[src/hdl/lkvc_pkg.sv]
// Shared types and constants for the LRU key/value cache.
package lkvc_pkg;

   // Width of the capacity register and its reset value
   localparam int CAP_BITS = 5;
   localparam logic [CAP_BITS-1:0] DEFAULT_CAPACITY = 5'd10;

   // Request operation codes
   typedef enum logic {
      OP_GET = 1'b0,
      OP_ADD = 1'b1
   } op_type;

   // Control broadcast from the core to every cell of the chain
   typedef struct packed {
      logic capture;  // request beat taken: latch the key compare
      logic apply;    // update cycle: shift the chain where enabled
      logic hit;      // some cell matched the key
      logic add;      // request is an add
      logic evict;    // add of a new key drops the least recent entry
   } cell_ctrl_type;

endpackage

[src/hdl/lkvc_cell.sv]
// One entry of the recency-ordered chain: key, value, valid and match flag.
module lkvc_cell #(
   parameter int KEY_BITS   = 32,
   parameter int VALUE_BITS = 32
) (
   input  logic                  clock,
   input  logic                  reset,
   input  lkvc_pkg::cell_ctrl_type ctrl,
   input  logic [KEY_BITS-1:0]   lookup_key,
   // entry handed over from the more recent neighbor
   input  logic                  left_valid,
   input  logic [KEY_BITS-1:0]   left_key,
   input  logic [VALUE_BITS-1:0] left_value,
   // match summary from the less recent neighbors
   input  logic                  up_hit_in,
   input  logic [VALUE_BITS-1:0] up_value_in,
   output logic                  up_hit_out,
   output logic [VALUE_BITS-1:0] up_value_out,
   // this cell's entry, seen by the less recent neighbor
   output logic                  ent_valid,
   output logic [KEY_BITS-1:0]   ent_key,
   output logic [VALUE_BITS-1:0] ent_value
);
   import lkvc_pkg::*;

   logic                  valid_ff;
   logic [KEY_BITS-1:0]   key_ff;
   logic [VALUE_BITS-1:0] value_ff;
   logic                  match_ff;
   logic                  match_in;
   logic                  shift;

   // Match summary passed toward the front of the chain
   always_comb begin
      up_hit_out   = match_ff | up_hit_in;
      up_value_out = up_value_in | (match_ff ? value_ff : '0);
   end

   // A hit moves the matched entry to the front: every cell up to it shifts.
   // A new key shifts the live prefix; with eviction the last live entry drops.
   always_comb begin
      match_in = valid_ff && (key_ff == lookup_key);
      if (!ctrl.apply) begin
         shift = 1'b0;
      end else if (ctrl.hit) begin
         shift = up_hit_out;
      end else if (ctrl.add) begin
         shift = ctrl.evict ? valid_ff : left_valid;
      end else begin
         shift = 1'b0;
      end
   end

   // Control flags
   always_ff @(posedge clock) begin
      if (reset) begin
         valid_ff <= 1'b0;
         match_ff <= 1'b0;
      end else begin
         if (shift) begin
            valid_ff <= left_valid;
         end
         if (ctrl.capture) begin
            match_ff <= match_in;
         end
      end
   end

   // Entry payload
   always_ff @(posedge clock) begin
      if (shift) begin
         key_ff   <= left_key;
         value_ff <= left_value;
      end
   end

   assign ent_valid = valid_ff;
   assign ent_key   = key_ff;
   assign ent_value = value_ff;

endmodule

[src/hdl/lru_key_value_cache_core.sv]
// Top level of the LRU key/value cache: request latch, control and cell chain.
//
// Usage:
//   Request channel: drive req_opcode, req_lookup_key and req_write_value with
//   start high; the beat is taken at a rising edge where busy is low.
//   Result channel: rsp_strobe is high for exactly one cycle with rsp_hit and
//   rsp_read_value; the receiver cannot stall it and must take it then.
//   Configuration: csr_write_enable with csr_write_data writes the capacity
//   register (0 means 10, values above DEPTH mean DEPTH); write only when idle.
// Request handling:
//   For each request beat, every cell registers its key compare at the
//   accepting edge; in the next cycle the match flags are combined, and the
//   edge that ends it shifts the recency chain and registers the result. The
//   result is on the ports in the cycle right after that edge; busy is high
//   for one cycle, so no new beat is taken while one is in flight.
// Entries sit in a chain ordered by recency, cell 0 the most recent; live
// entries form a prefix of the chain and the least recent one is evicted.
// Reset (synchronous) empties the chain, sets capacity to 10 and drops any
// request in flight; no clearing pass is needed.
module lru_key_value_cache_core #(
   parameter int DEPTH      = 16,
   parameter int KEY_BITS   = 32,
   parameter int VALUE_BITS = 32
) (
   input  logic                           clock,
   input  logic                           reset,
   // request channel
   input  logic                           start,
   output logic                           busy,
   input  logic                           req_opcode,
   input  logic [KEY_BITS-1:0]            req_lookup_key,
   input  logic [VALUE_BITS-1:0]          req_write_value,
   // result channel
   output logic                           rsp_strobe,
   output logic                           rsp_hit,
   output logic [VALUE_BITS-1:0]          rsp_read_value,
   // configuration
   input  logic                           csr_write_enable,
   input  logic [lkvc_pkg::CAP_BITS-1:0]  csr_write_data
);
   import lkvc_pkg::*;

   localparam int CNT_W = $clog2(DEPTH + 1);
   localparam int CMP_W = (CNT_W > CAP_BITS) ? CNT_W : CAP_BITS;

   logic                  busy_ff;
   op_type                op_ff;
   logic [KEY_BITS-1:0]   key_ff;
   logic [VALUE_BITS-1:0] wval_ff;
   logic [CAP_BITS-1:0]   cap_ff;
   logic [CNT_W-1:0]      live_count_ff;
   logic [CNT_W-1:0]      live_count_in;
   logic                  rsp_strobe_ff;
   logic                  rsp_hit_ff;
   logic [VALUE_BITS-1:0] rsp_value_ff;
   logic [VALUE_BITS-1:0] rsp_value_in;

   logic                  accept;
   logic [CMP_W-1:0]      eff_cap;
   logic                  evict;
   logic                  hit;
   cell_ctrl_type         ctrl;
   logic [VALUE_BITS-1:0] front_value;

   // chain links
   logic                  ent_valid  [DEPTH];
   logic [KEY_BITS-1:0]   ent_key    [DEPTH];
   logic [VALUE_BITS-1:0] ent_value  [DEPTH];
   logic                  left_valid [DEPTH];
   logic [KEY_BITS-1:0]   left_key   [DEPTH];
   logic [VALUE_BITS-1:0] left_value [DEPTH];
   logic                  up_hit     [DEPTH+1];
   logic [VALUE_BITS-1:0] up_value   [DEPTH+1];

   assign accept = start && !busy_ff;
   assign hit    = up_hit[0];

   // Effective capacity and eviction decision
   always_comb begin
      eff_cap = (cap_ff == '0) ? CMP_W'(DEFAULT_CAPACITY) : CMP_W'(cap_ff);
      if (eff_cap > CMP_W'(DEPTH)) begin
         eff_cap = CMP_W'(DEPTH);
      end
      evict = CMP_W'(live_count_ff) >= eff_cap;
   end

   // Broadcast control to the cells
   always_comb begin
      ctrl.capture = accept;
      ctrl.apply   = busy_ff;
      ctrl.hit     = hit;
      ctrl.add     = (op_ff == OP_ADD);
      ctrl.evict   = evict;
   end

   // Front entry loaded into cell 0: new value on add, moved value on get hit
   assign front_value = (op_ff == OP_ADD) ? wval_ff : up_value[0];

   // Result and live count for the update cycle
   always_comb begin
      rsp_value_in  = (op_ff == OP_GET && hit) ? up_value[0] : '0;
      live_count_in = live_count_ff;
      if (busy_ff && op_ff == OP_ADD && !hit && !evict) begin
         live_count_in = live_count_ff + 1'b1;
      end
   end

   // Control registers
   always_ff @(posedge clock) begin
      if (reset) begin
         busy_ff       <= 1'b0;
         rsp_strobe_ff <= 1'b0;
         live_count_ff <= '0;
         cap_ff        <= DEFAULT_CAPACITY;
      end else begin
         busy_ff       <= accept;
         rsp_strobe_ff <= busy_ff;
         live_count_ff <= live_count_in;
         if (csr_write_enable) begin
            cap_ff <= csr_write_data;
         end
      end
   end

   // Request latch and result payload
   always_ff @(posedge clock) begin
      if (accept) begin
         op_ff   <= op_type'(req_opcode);
         key_ff  <= req_lookup_key;
         wval_ff <= req_write_value;
      end
      if (busy_ff) begin
         rsp_hit_ff   <= hit;
         rsp_value_ff <= rsp_value_in;
      end
   end

   // Recency chain
   assign up_hit[DEPTH]   = 1'b0;
   assign up_value[DEPTH] = '0;

   for (genvar i = 0; i < DEPTH; i++) begin : g_cell
      if (i == 0) begin : g_front
         assign left_valid[i] = 1'b1;
         assign left_key[i]   = key_ff;
         assign left_value[i] = front_value;
      end else begin : g_link
         assign left_valid[i] = ent_valid[i-1];
         assign left_key[i]   = ent_key[i-1];
         assign left_value[i] = ent_value[i-1];
      end

      lkvc_cell #(
         .KEY_BITS   (KEY_BITS),
         .VALUE_BITS (VALUE_BITS)
      ) u_cell (
         .clock        (clock),
         .reset        (reset),
         .ctrl         (ctrl),
         .lookup_key   (req_lookup_key),
         .left_valid   (left_valid[i]),
         .left_key     (left_key[i]),
         .left_value   (left_value[i]),
         .up_hit_in    (up_hit[i+1]),
         .up_value_in  (up_value[i+1]),
         .up_hit_out   (up_hit[i]),
         .up_value_out (up_value[i]),
         .ent_valid    (ent_valid[i]),
         .ent_key      (ent_key[i]),
         .ent_value    (ent_value[i])
      );
   end

   assign busy           = busy_ff;
   assign rsp_strobe     = rsp_strobe_ff;
   assign rsp_hit        = rsp_hit_ff;
   assign rsp_read_value = rsp_value_ff;

endmodule

[config.mk]
export PLATFORM = sky130hd
export DESIGN_NAME = lru_key_value_cache_core
export DESIGN_NICKNAME = d
export VERILOG_FILES = /design/src/hdl/lkvc_pkg.sv /design/src/hdl/lkvc_cell.sv /design/src/hdl/lru_key_value_cache_core.sv
export SDC_FILE = /design/constraint.sdc
export NUM_CORES = 1
export LEC_CHECK = 0
export BUFFER_PORTS_ARGS = -buffer_cell sky130_fd_sc_hd__buf_2
export CAP_MARGIN = 20
export CORE_MARGIN = 1
export CORE_UTILIZATION = 35
export DETAILED_ROUTE_END_ITERATION = 8
export PLACE_DENSITY = 0.55
export REMOVE_ABC_BUFFERS = 1
export SYNTH_ARGS = -nofsm -noshare
export SYNTH_HDL_FRONTEND = slang
export SYNTH_HIERARCHICAL = 1
export SYNTH_SLANG_ARGS = --single-unit
[constraint.sdc]
create_clock -name clock -period 6.36 [get_ports clock]
set_input_delay 0.636 -clock clock [delete_from_list [all_inputs] [get_ports clock]]
set_output_delay 0.636 -clock clock [all_outputs]
set_load 0.05 [all_outputs]
==> run_results.csv, run 1 <==
group,metric,value,unit
run_status,status,"complete, no violations",
critical_path,worstPathRequired,6.71,ns
grt,grt_pass1_wl,130000,microns
cts,numCtsBuffers,130,
grt,met2_usage,16.9,%
cts,cts-resized-gates,0,
synthesis,synthesis.area,0.0465,sq mm
detailed_routing,via_per_inst,4.40,
detailed_routing,first_pass_iters,5,
cts,cts.clk_slew.worst_paths,0.06,ns
floorplanning,die_h,367,microns
floorplanning,core_area,0.132,sq mm
detailed_routing,wirelength,82800,microns
grt,use_met3,2.44,%
sta,max_slew_margin,28.5,%
grt,antenna_found_initial,0,
cts,cts_root_buf,"clkbuf_16",
sta,finalMaxSlewViolations,0,
synthesis,ys_ff_latch,1166,
floorplanning,ios,109,
cts,cts.sink_count,1166,
detailed_routing,drtIter0Drc,1205,
grt,grt_overflow,0,
synthesis,synth_cells,2741,
power,p_switching,3.39,mW
detailed_routing,detail_route.wl_per_cell,17.1,microns
power,vdd_drop_max,0.256,mV
final_layout,fillCellCount,11919,
grt,grt_pass1_vias,21571,
power,power_frac_seq,52.6,%
final_layout,multi_input_area,0.0118,sq mm
cts,clock_latency,0.72,ns
power,power_density,303,mW/mm^2
sta,period_share,85.6,%
job,maxCapViolCount,0,
sta,hold_ws,0.0864,ns
final_layout,final_core_util,40.8,%
power,p_clk_share,42.9,%
synthesis,synth.distinct_cells,40,
cts,cts_tree,"yes",
final_layout,regArea,0.0346,sq mm
power,pwr-share-comb,4.5,%
critical_path,end_kind,"flop",
place,place_congestion,0.750,
cts,htree_levels,4,
critical_path,crit_path_start_kind,"flop",
final_layout,drive_gt1_share,13.7,%
grt,grt_use_total,12.4,%
place,io_buffers,108,
floorplanning,die_w,367,microns
power,sw_frac_of_total,20.8,%
synthesis,synth-seq-area-share,74.3,%
final_layout,antennaDiodeCount,0,
cts,cts_setup_buffers,0,
power,internal_power,12.9,mW
detailed_routing,ant_nets,0,
floorplanning,dieArea,0.134,sq mm
critical_path,cp.arrival,5.79,ns
grt,grt_start_max_net_pins,66,
final_layout,nets,3069,
detailed_routing,drc,0,
hold_path,hp-class,"input pin to flop",
sta,final-setup-viol-count,0,
sta,rsz0062_at_grt,"no",
sta,fmax,0.184,GHz
critical_path,worstPathMaxFanout,36,
sta,finalClockSkew,0.0262,ns
power,leakage,19.3,nW
floorplanning,fp-row-count,133,
final_layout,area_growth_syn_to_layout,15.6,%
synthesis,synth_warnings,6,
cts,hold_buffers,0,
grt,busiest_layer,"met1",
grt,grtUsageMet1,19.5,%
critical_path,path_class,"flop to flop",
synthesis,avgSynthCellArea,17.0,sq um
cts,cts.path.max_buffers,3,
floorplanning,start_util,35.3,%
sta,tns,0,ns
sta,min_period,5.44,ns
place,hpwl,60700,microns
detailed_routing,vias,21325,
sta,report.final.hold_viol_count,0,
sta,worst_slew_pin_slew,1.07,ns
flip-flops by register name (all words and copies together) (netlist names):
signal                   cells
g_cell.u_cell/ent_key      512
g_cell.u_cell/ent_value    512
key_ff                      32
rsp_read_value              32
wval_ff                     32
g_cell.u_cell/ent_valid     16
g_cell.u_cell/match_ff      16
cap_ff                       5
live_count_ff                5
busy                         1
op_ff                        1
rsp_hit                      1
rsp_strobe                   1
cell usage after synthesis, drive strengths merged:
| cell type | instances | share of area [%] |
|---|---|---|
| a211o | 2 | 0.038 |
| a21boi | 16 | 0.39 |
| a21o | 512 | 8.3 |
| a21oi | 4 | 0.043 |
| and3b | 1 | 0.019 |
| buf | 23 | 0.33 |
| clkbuf | 53 | 0.45 |
| conb | 2 | 0.016 |
| dfxtp | 44 | 1.9 |
| edfxtp | 1122 | 72 |
| ha | 6 | 0.16 |
| inv | 5 | 0.040 |
| mux2 | 50 | 1.2 |
| mux2i | 19 | 0.41 |
| nand2 | 50 | 0.40 |
| nand3 | 18 | 0.19 |
| nand3b | 16 | 0.26 |
| nand4 | 97 | 1.3 |
| nor2 | 37 | 0.30 |
| nor2b | 10 | 0.14 |
| nor3 | 4 | 0.043 |
| nor3b | 31 | 0.50 |
| nor4 | 64 | 0.86 |
| o2111ai | 1 | 0.056 |
| o21ai | 21 | 0.23 |
| o21bai | 1 | 0.016 |
| o31ai | 1 | 0.016 |
| o41ai | 1 | 0.019 |
| or2 | 16 | 0.30 |
| or3 | 1 | 0.013 |
| or4 | 1 | 0.016 |
| xnor2 | 368 | 6.9 |
| xor2 | 144 | 2.7 |
worst paths after layout:
path	slack [ns]	from	cells after the start	end
hold / removal	0.09	req_write_value[14]	1	wval_ff[14]
setup / recovery	0.92	g_cell[15].u_cell/match_ff	19	g_cell[9].u_cell/ent_value[3]
hold reg to reg	0.42	key_ff[5]	0	g_cell[0].u_cell/ent_key[5]
setup reg to reg	0.92	g_cell[15].u_cell/match_ff	19	g_cell[9].u_cell/ent_value[3]
power by group through the flow:
stage                     logic [mW]  registers (mW)  clock network, mW
final                          0.727            8.58               7.01
after floorplan                0.422            8.77                  0
after global placement         0.728            8.74                  0
after CTS                      0.738            8.58               7.22
after global routing           0.798            8.59               7.52
after detailed placement       0.735            8.74                  0
kinds of logic after synthesis:
logic type / share of synthesized area (%)
AOI/OAI and AO/OA: 9.07
xor gates and xnor gates: 9.64
adders and majority gates: 0.161
buffers and inverters: 0.815
DFF: 74.3
muxes: 1.62
other: 0.0161
and+or+nand+nor: 4.35
stage by stage:
| step | setup slack, ns | std cells | instance area [sq um] | power, mW |
|---|---|---|---|---|
| final | 0.918 | 4846 | 53800 | 16.3 |
| after detailed placement | 0.944 | 4604 | 49500 | 9.48 |
| after global placement | 0.951 | 4604 | 49500 | 9.47 |
| after CTS | 0.903 | 4838 | 53500 | 16.5 |
| after floorplan | -0.646 | 2698 | 46300 | 9.19 |
| after global routing | 0.697 | 4846 | 53800 | 16.9 |
metal layers:
metal	share of wire, %	vias to the layer above
met3	3.6	133
met4	2.0	0
met1	55	9885
li1	-	10966
met5	0	-
met2	39	341
worst max-delay path, cell delays in order, from the launching register on:
cell and delay, ns:
dfxtp_1 0.31, or2_4 0.24, or2_4 0.23, or2_4 0.24, or2_4 0.23, or2_4 0.24, or2_4 0.23, or2_4 0.24
or2_4 0.24, or2_4 0.24, or2_4 0.24, or2_4 0.23, or2_4 0.24, or2_4 0.24, or2_4 0.23, or2_4 0.23
or2_4 0.37, nand3b_1 0.26, a21boi_4 0.18, buf_4 0.39
area by class of cell:
type / count / share of cell area, %
clock buffer: 170 / 6.54
clock inverter: 64 / 0.947
inverter: 5 / 0.0349
multi-input combinational: 1527 / 22.0
sequential: 1166 / 64.3
tap: 1755 / 4.08
timing repair buffer: 159 / 2.11
cell usage in the layout (no fill, tap or decap), drive strengths merged:
| master | Yosys | layout |
|---|---|---|
| or4 | 1 | 1 |
| clkinvlp | 0 | 2 |
| o2111ai | 1 | 1 |
| a21boi | 16 | 16 |
| or2 | 16 | 16 |
| nand2 | 50 | 50 |
| o31ai | 1 | 1 |
| nand3 | 18 | 18 |
| mux2i | 19 | 19 |
| nand4 | 97 | 97 |
| a211o | 2 | 2 |
| nor4 | 64 | 64 |
| or3 | 1 | 1 |
| nor3b | 31 | 31 |
| a21o | 512 | 512 |
| xor2 | 144 | 144 |
| nor2b | 10 | 10 |
| clkbuf | 53 | 170 |
| clkinv | 0 | 47 |
| edfxtp | 1122 | 1122 |
| o21bai | 1 | 1 |
| dfxtp | 44 | 44 |
| nand3b | 16 | 16 |
| o41ai | 1 | 1 |
| o21ai | 21 | 21 |
| nor3 | 4 | 4 |
| nor2 | 37 | 37 |
| mux2 | 50 | 50 |
| and3b | 1 | 1 |
| buf | 23 | 159 |
| inv | 5 | 15 |
| xnor2 | 368 | 368 |
| a21oi | 4 | 4 |
| ha | 6 | 6 |
| conb | 2 | 35 |
| bufinv | 0 | 5 |
No activity file was read; power rests on OpenSTA's default activity.
==> run 2, diff against run 1 <==
Settings changed: ABC_AREA from default to 1, CTS_BUF_LIST from default to sky130_fd_sc_hd__clkbuf_16, PLACE_DENSITY 0.55 to 0.54.
Clock period 6.36 ns to 6.4 ns, I/O delays scaled along.
==> run 2 against run 1 <==
  * Worst setup slack lost 0.25 ns
  * Clock skew shrank 0.0053 ns
  * Clock power shrank 0.6%
  * Highest routed layer unchanged
  * Core utilization shrank 0.40 points
  * Final area grew 6.5%
  * Routed wire length grew 11%
  * Sequential power grew 0.9%
==> run_results.csv, run 2 <==
group,metric,value,unit
critical_path,path_class,"flop to flop",
final_layout,nets,4535,
critical_path,ff2ff_setup_slack,0.67,ns
final_layout,layout.cells.non_filler,6446,
sta,final-setup-viol-count,0,
synthesis,synth.distinct_cells,30,
power,internal_power,12.9,mW
synthesis,synthFlopType,"edfxtp_1",
critical_path,crit_chain,"or2_4 > or2_4 > or2_4 > or2_4 > or2_4 > or2_4 > or2_4 > or2_4 > or2_4 > or2_4 > or2_4 > or2_4 > or2_4 > or2_4 > or2_4 > or2_4 > inv_1 > nor2_1 > nor3_4 > buf_4",
run_status,status,"complete, no violations",
place,place_congestion,0.767,
job,maxCapViolCount,0,
critical_path,worstPathMaxFanout,37,
final_layout,area_growth_syn_to_layout,14.5,%
synthesis,synthesis.area,0.0500,sq mm
power,vdd_drop_max,0.262,mV
detailed_routing,vias,27596,
place,io_buffers,108,
sta,worst_slew_pin_slew,1.11,ns
synthesis,synth_commonest_cells,"1122 x edfxtp_1, 889 x nand2_1, 624 x inv_1",
cts,cts_setup_buffers,0,
sta,rsz0062_at_grt,"no",
detailed_routing,via_per_inst,4.28,
cts,cts.path.max_buffers,3,
power,leakage,24.1,nW
cts,hold_buffers,0,
detailed_routing,drtIter0Drc,1590,
power,sw_frac_of_total,21.6,%
cts,cts-resized-gates,0,
floorplanning,start_util,35.3,%
cts,cts.sink_count,1166,
grt,grt_start_max_net_pins,82,
cts,cts_root_buf,"clkbuf_16",
cts,htree_levels,4,
final_layout,antennaDiodeCount,0,
final_layout,drive_gt1_share,9.99,%
floorplanning,die_h,380,microns
grt,grt_overflow,0,
critical_path,r2r_start,"g_cell[15].u_cell/match_ff",
sta,report.final.hold_viol_count,0,
floorplanning,die_w,380,microns
critical_path,worstPathRequired,6.78,ns
power,power_density,288,mW/mm^2
floorplanning,ios,109,
synthesis,yosysMostFrequentCell,"edfxtp_1",
grt,grt_pass1_wl,148000,microns
floorplanning,core_area,0.142,sq mm
cts,numCtsBuffers,130,
place,hpwl,67900,microns
final_layout,final_common_cell,"edfxtp_1",
power,p_switching,3.57,mW
sta,fmax,0.175,GHz
sta,finalClockSkew,0.0210,ns
floorplanning,fp-row-count,138,
critical_path,crit_path_start_kind,"flop",
cts,cts_tree,"yes",
synthesis,avgSynthCellArea,11.9,sq um
grt,antenna_found_initial,2,
power,p_clk_share,42.2,%
critical_path,cp.arrival,6.11,ns
critical_path,critPathSlowestCell,"or2_4",
synthesis,synth.top_cell.area_share,67.4,%
sta,min_period,5.73,ns
detailed_routing,detail_route.wl_per_cell,14.3,microns
power,pwr-share-comb,5.3,%
synthesis,netlist.top_cell.by_area,"edfxtp_1",
detailed_routing,drc,0,
final_layout,final_cell_mix,"1122 x edfxtp_1, 889 x nand2_1, 643 x inv_1",
synthesis,synth-seq-area-share,69.1,%
grt,grt_use_total,12.8,%
synthesis,synth_edf_count,1122,
detailed_routing,wirelength,92200,microns
detailed_routing,ant_nets,0,
cts,cts.clk_slew.worst_paths,0.06,ns
sta,period_share,89.5,%
power,p_total,16.5,mW
final_layout,finalInstanceArea,0.0573,sq mm
critical_path,cpPeakStageDelay,0.42,ns
critical_path,end_kind,"flop",
hold_path,hp-class,"input pin to flop",
critical_path,critPathBufInv,2,
sta,finalMaxSlewViolations,0,
critical_path,cp_common_cell,"or2_4",
hold_path,hold_path.startpoint,"req_write_value[30]",
power,power_frac_seq,52.4,%
sta,max_slew_margin,26.0,%
grt,grt_pass1_vias,27081,
floorplanning,dieArea,0.144,sq mm
place,dpl_cell_area,0.0532,sq mm
synthesis,synthArstFlopShare,0,%
cts,clock_latency,0.74,ns
critical_path,crit_start,"g_cell[15].u_cell/match_ff",
synthesis,synth_area_leaders,"edfxtp_1 67%, a21o_1 7.7%, nand2_1 6.7%",
synthesis,ys_ff_latch,1166,
critical_path,cp_top_family,"simple AND/OR/NAND/NOR gates",
synthesis,synth_warnings,6,
place,placed_cells,6211,
synthesis,synth_cells,4208,
detailed_routing,first_pass_iters,7,
[run 2: changes by cell type after synthesis, moves of 34 or more]
cell | before | now
inv_1 | 4 | 624
xnor2_1 | 368 | 160
o21ai_0 | 4 | 53
xor2_1 | 144 | 33
mux2_2 | 50 | 0
nand2_1 | 50 | 889
nand3_1 | 18 | 52
nor4_1 | 64 | 0
nor2_1 | 37 | 362
a21oi_1 | 4 | 39
or2_2 | 0 | 48
[run 2: path summary, 6_finish.rpt]
check,end,cells past startpoint
worst max-delay path,g_cell[0].u_cell/ent_value[20],20
worst min-delay path,wval_ff[30],1
worst max register to register,g_cell[0].u_cell/ent_value[20],20
worst min register to register,g_cell[0].u_cell/ent_key[17],0
[run 2: cell families after synthesis]
logic type               after synthesis  synth area share, %
buffers and inverters                700                 5.51
other                                  2               0.0150
AO/OA/AOI/OAI                        669                 9.60
flip-flops                          1166                 69.1
adder cells (fa/ha/maj)                6                0.150
AND/OR/NAND/NOR                     1472                 12.2
XOR/XNOR                             193                 3.38
[run 2: power groups by stage]
stage	logic, mW	registers, mW	clock network [mW]
2_1_floorplan	0.540	8.84	0
3_3_place_gp	0.873	8.81	0
3_5_place_dp	0.890	8.82	0
4_1_cts	0.893	8.66	7.20
5_1_grt	0.996	8.68	7.47
6_report	0.882	8.66	6.97
[run 2: final cells by class]
class,instances,area (sq um)
Inverter,625,2350
Timing Repair Buffer,157,1020
Clock buffer,132,3300
Sequential cell,1166,34600
Multi-Input combinational cell,2375,12900
Fill cell,13371,84300
Tap cell,1890,2360
Clock inverter,101,728
[run 2: routing by layer]
layer	global-route usage, %	share of wire (%)
met5	0	0
met4	4.14	2.0
met2	17.8	39
met3	2.13	3.4
met1	19.9	55
[run 2: stage by stage]
step	setup WS, ns	utilization, %	TNS (ns)	hold WS, ns
final	0.671	40.4	0	0.0800
after global routing	0.494	40.4	0	0.0330
after CTS	0.686	40.4	0	0.0146
after detailed placement	0.721	37.6	0	0.405
after global placement	0.752	37.6	0	0.401
after floorplan	-1.37	-	-1420.90	0.400
[run 2: worst register-to-register path: stages, from the launching register on]
cell and delay (ns):
dfxtp_1 0.31, or2_4 0.25, or2_4 0.26, or2_4 0.26, or2_4 0.25, or2_4 0.25, or2_4 0.25, or2_4 0.25
or2_4 0.25, or2_4 0.25, or2_4 0.25, or2_4 0.25, or2_4 0.25, or2_4 0.25, or2_4 0.25, or2_4 0.25
or2_4 0.42, inv_1 0.16, nor2_1 0.08, nor3_4 0.21, buf_4 0.42
==> run 3, diff against run 2 <==
Clock period 6.4 ns to 5.8 ns, I/O delays scaled along.
==> run 3 against run 2 <==
  * Clock skew is 0.0073 ns higher
  * Global-route usage is 0.22 points lower
  * Die area stayed put
  * Power is 10% higher
  * Non-clock buffer count is 36 higher
  * Critical path type unchanged
  * Largest power group unchanged
  * Highest routed layer unchanged
==> run_results.csv, run 3 (synthesis results as in run 2) <==
group,metric,value,unit
critical_path,cp_top_family,"simple AND/OR/NAND/NOR gates",
critical_path,cpPeakStageDelay,0.41,ns
cts,cts_tree,"yes",
final_layout,drive_gt1_share,9.92,%
critical_path,cp-endpoint,"g_cell[0].u_cell/ent_value[21]",
grt,antenna_found_initial,2,
cts,cts_root_buf,"clkbuf_16",
cts,cts.clk_slew.worst_paths,0.07,ns
critical_path,ff2ff_setup_slack,0.09,ns
cts,numCtsBuffers,121,
cts,clock_latency,0.72,ns
job,maxCapViolCount,0,
final_layout,finalInstanceArea,0.0578,sq mm
sta,finalMaxSlewViolations,0,
detailed_routing,detail_route.wl_per_cell,14.0,microns
cts,htree_levels,3,
detailed_routing,via_per_inst,4.26,
grt,grt_overflow,0,
sta,rsz0062_at_grt,"yes",
critical_path,cp.arrival,6.05,ns
sta,final-setup-viol-count,0,
critical_path,critPathBufInv,2,
sta,hold_ws,0.0702,ns
critical_path,crit_start,"g_cell[15].u_cell/match_ff",
place,place_congestion,0.751,
critical_path,cp.depth,20,
grt,grt_pass1_vias,26820,
final_layout,final_common_cell,"edfxtp_1",
critical_path,path_class,"flop to flop",
place,hpwl,67400,microns
floorplanning,die_w,380,microns
power,leakage,24.3,nW
grt,grt_start_max_net_pins,66,
grt,grt_use_total,12.6,%
cts,cts.sink_count,1166,
detailed_routing,ant_nets,0,
critical_path,critPathSlowestCell,"or2_4",
detailed_routing,first_pass_iters,5,
detailed_routing,drtIter0Drc,1511,
critical_path,regToRegEndpoint,"g_cell[0].u_cell/ent_value[21]",
critical_path,end_kind,"flop",
sta,report.final.hold_viol_count,0,
floorplanning,start_util,35.3,%
floorplanning,dieArea,0.144,sq mm
critical_path,ff2ff_path_depth,20,
cts,cts.path.max_buffers,3,
floorplanning,die_h,380,microns
detailed_routing,drc,0,
hold_path,hp-class,"input pin to flop",
sta,min_period,5.71,ns
final_layout,nets,4562,
floorplanning,ios,109,
power,power_density,314,mW/mm^2
sta,fmax,0.175,GHz
sta,max_slew_margin,36.9,%
sta,worst_slew_pin_slew,0.946,ns
place,dpl_cell_area,0.0534,sq mm
critical_path,crit_path_start_kind,"flop",
grt,grt_pass1_wl,147000,microns
sta,period_share,98.4,%
detailed_routing,wirelength,90900,microns
critical_path,worstPathMaxFanout,37,
critical_path,r2r_start,"g_cell[15].u_cell/match_ff",
power,vdd_drop_max,0.212,mV
critical_path,cp_common_cell,"or2_4",
sta,finalClockSkew,0.0283,ns
floorplanning,fp-row-count,138,
final_layout,area_growth_syn_to_layout,15.5,%
place,io_buffers,108,
detailed_routing,vias,27616,
final_layout,final_cell_mix,"1122 x edfxtp_1, 889 x nand2_1, 652 x inv_1",
floorplanning,core_area,0.142,sq mm
critical_path,worstPathRequired,6.14,ns
critical_path,crit_chain,"or2_4 > or2_4 > or2_4 > or2_4 > or2_4 > or2_4 > or2_4 > or2_4 > or2_4 > or2_4 > or2_4 > or2_4 > or2_4 > or2_4 > or2_4 > or2_4 > inv_1 > nor2_1 > nor3_4 > buf_4",
run_status,status,"complete, no violations",
run 3: cell count changes in the layout (fill, tap and decap cells not counted), moves of 4 or more:
cell | before | now
inv_1 | 643 | 652
clkbuf_16 | 132 | 124
buf_6 | 0 | 6
buf_4 | 41 | 25
dlygate4sd3_1 | 0 | 29
clkinv_1 | 34 | 25
clkinvlp_4 | 4 | 8
inv_6 | 10 | 1
bufinv_16 | 8 | 14
buf_12 | 6 | 24
run 3: power breakdown:
part	switching (mW)	internal, mW	leakage [nW]	total (mW)
clock network	3.14	4.47	2.03	7.61
registers	0.115	9.44	10.6	9.55
logic	0.628	0.371	11.7	0.999
total	3.88	14.3	24.3	18.2
run 3: timing repair:
action / CTS / global route
hold buffers: 29 / 0
endpoints found under the setup margin: 0 / 289
resized for setup: 0 / 9
endpoints found under the hold margin: 29 / 0
setup buffers: 0 / 0
run 3: cell type report:
class                      instances  area (sq um)
fill                           13323         83800
sequential                      1166         34600
multi-input combinational       2375         12900
clock buffer                     124          3100
tap                             1890          2360
inverter                         625          2350
timing repair buffer             193          1580
clock inverter                   102           862
antenna                            1          2.50
run 3: routing by layer:
metal | track usage (%) | wire (microns) | part of all wire [%] | vias up
li1 | - | - | - | 14654
met1 | 19.3 | 49600 | 55 | 12433
met2 | 17.9 | 35700 | 39 | 373
met3 | 2.14 | 3150 | 3.5 | 156
met4 | 3.88 | 2370 | 2.6 | 0
met5 | 0 | 0 | 0 | -
run 3: stage by stage:
| step | setup TNS [ns] | total power, mW | setup slack [ns] | std cells | utilization [%] |
|---|---|---|---|---|---|
| floorplan | -2052.44 | 10.4 | -1.97 | 4166 | - |
| global placement | 0 | 10.7 | 0.135 | 6219 | 37.7 |
| detailed placement | 0 | 10.7 | 0.148 | 6219 | 37.7 |
| CTS | 0 | 18.4 | 0.0927 | 6474 | 40.8 |
| global route | -4.22 | 18.9 | -0.0837 | 6475 | 40.8 |
| finish | 0 | 18.2 | 0.0920 | 6476 | 40.8 |
run 3: worst min-delay path by stage:
stage | from | end | depth (start not counted)
4_1_cts | req_write_value[7] | wval_ff[7] | 1
3_3_place_gp | key_ff[14] | g_cell[0].u_cell/ent_key[14] | 0
5_1_grt | req_write_value[7] | wval_ff[7] | 1
6_report | req_write_value[7] | wval_ff[7] | 1
3_5_place_dp | key_ff[13] | g_cell[0].u_cell/ent_key[13] | 0
2_1_floorplan | key_ff[0] | g_cell[0].u_cell/ent_key[0] | 0
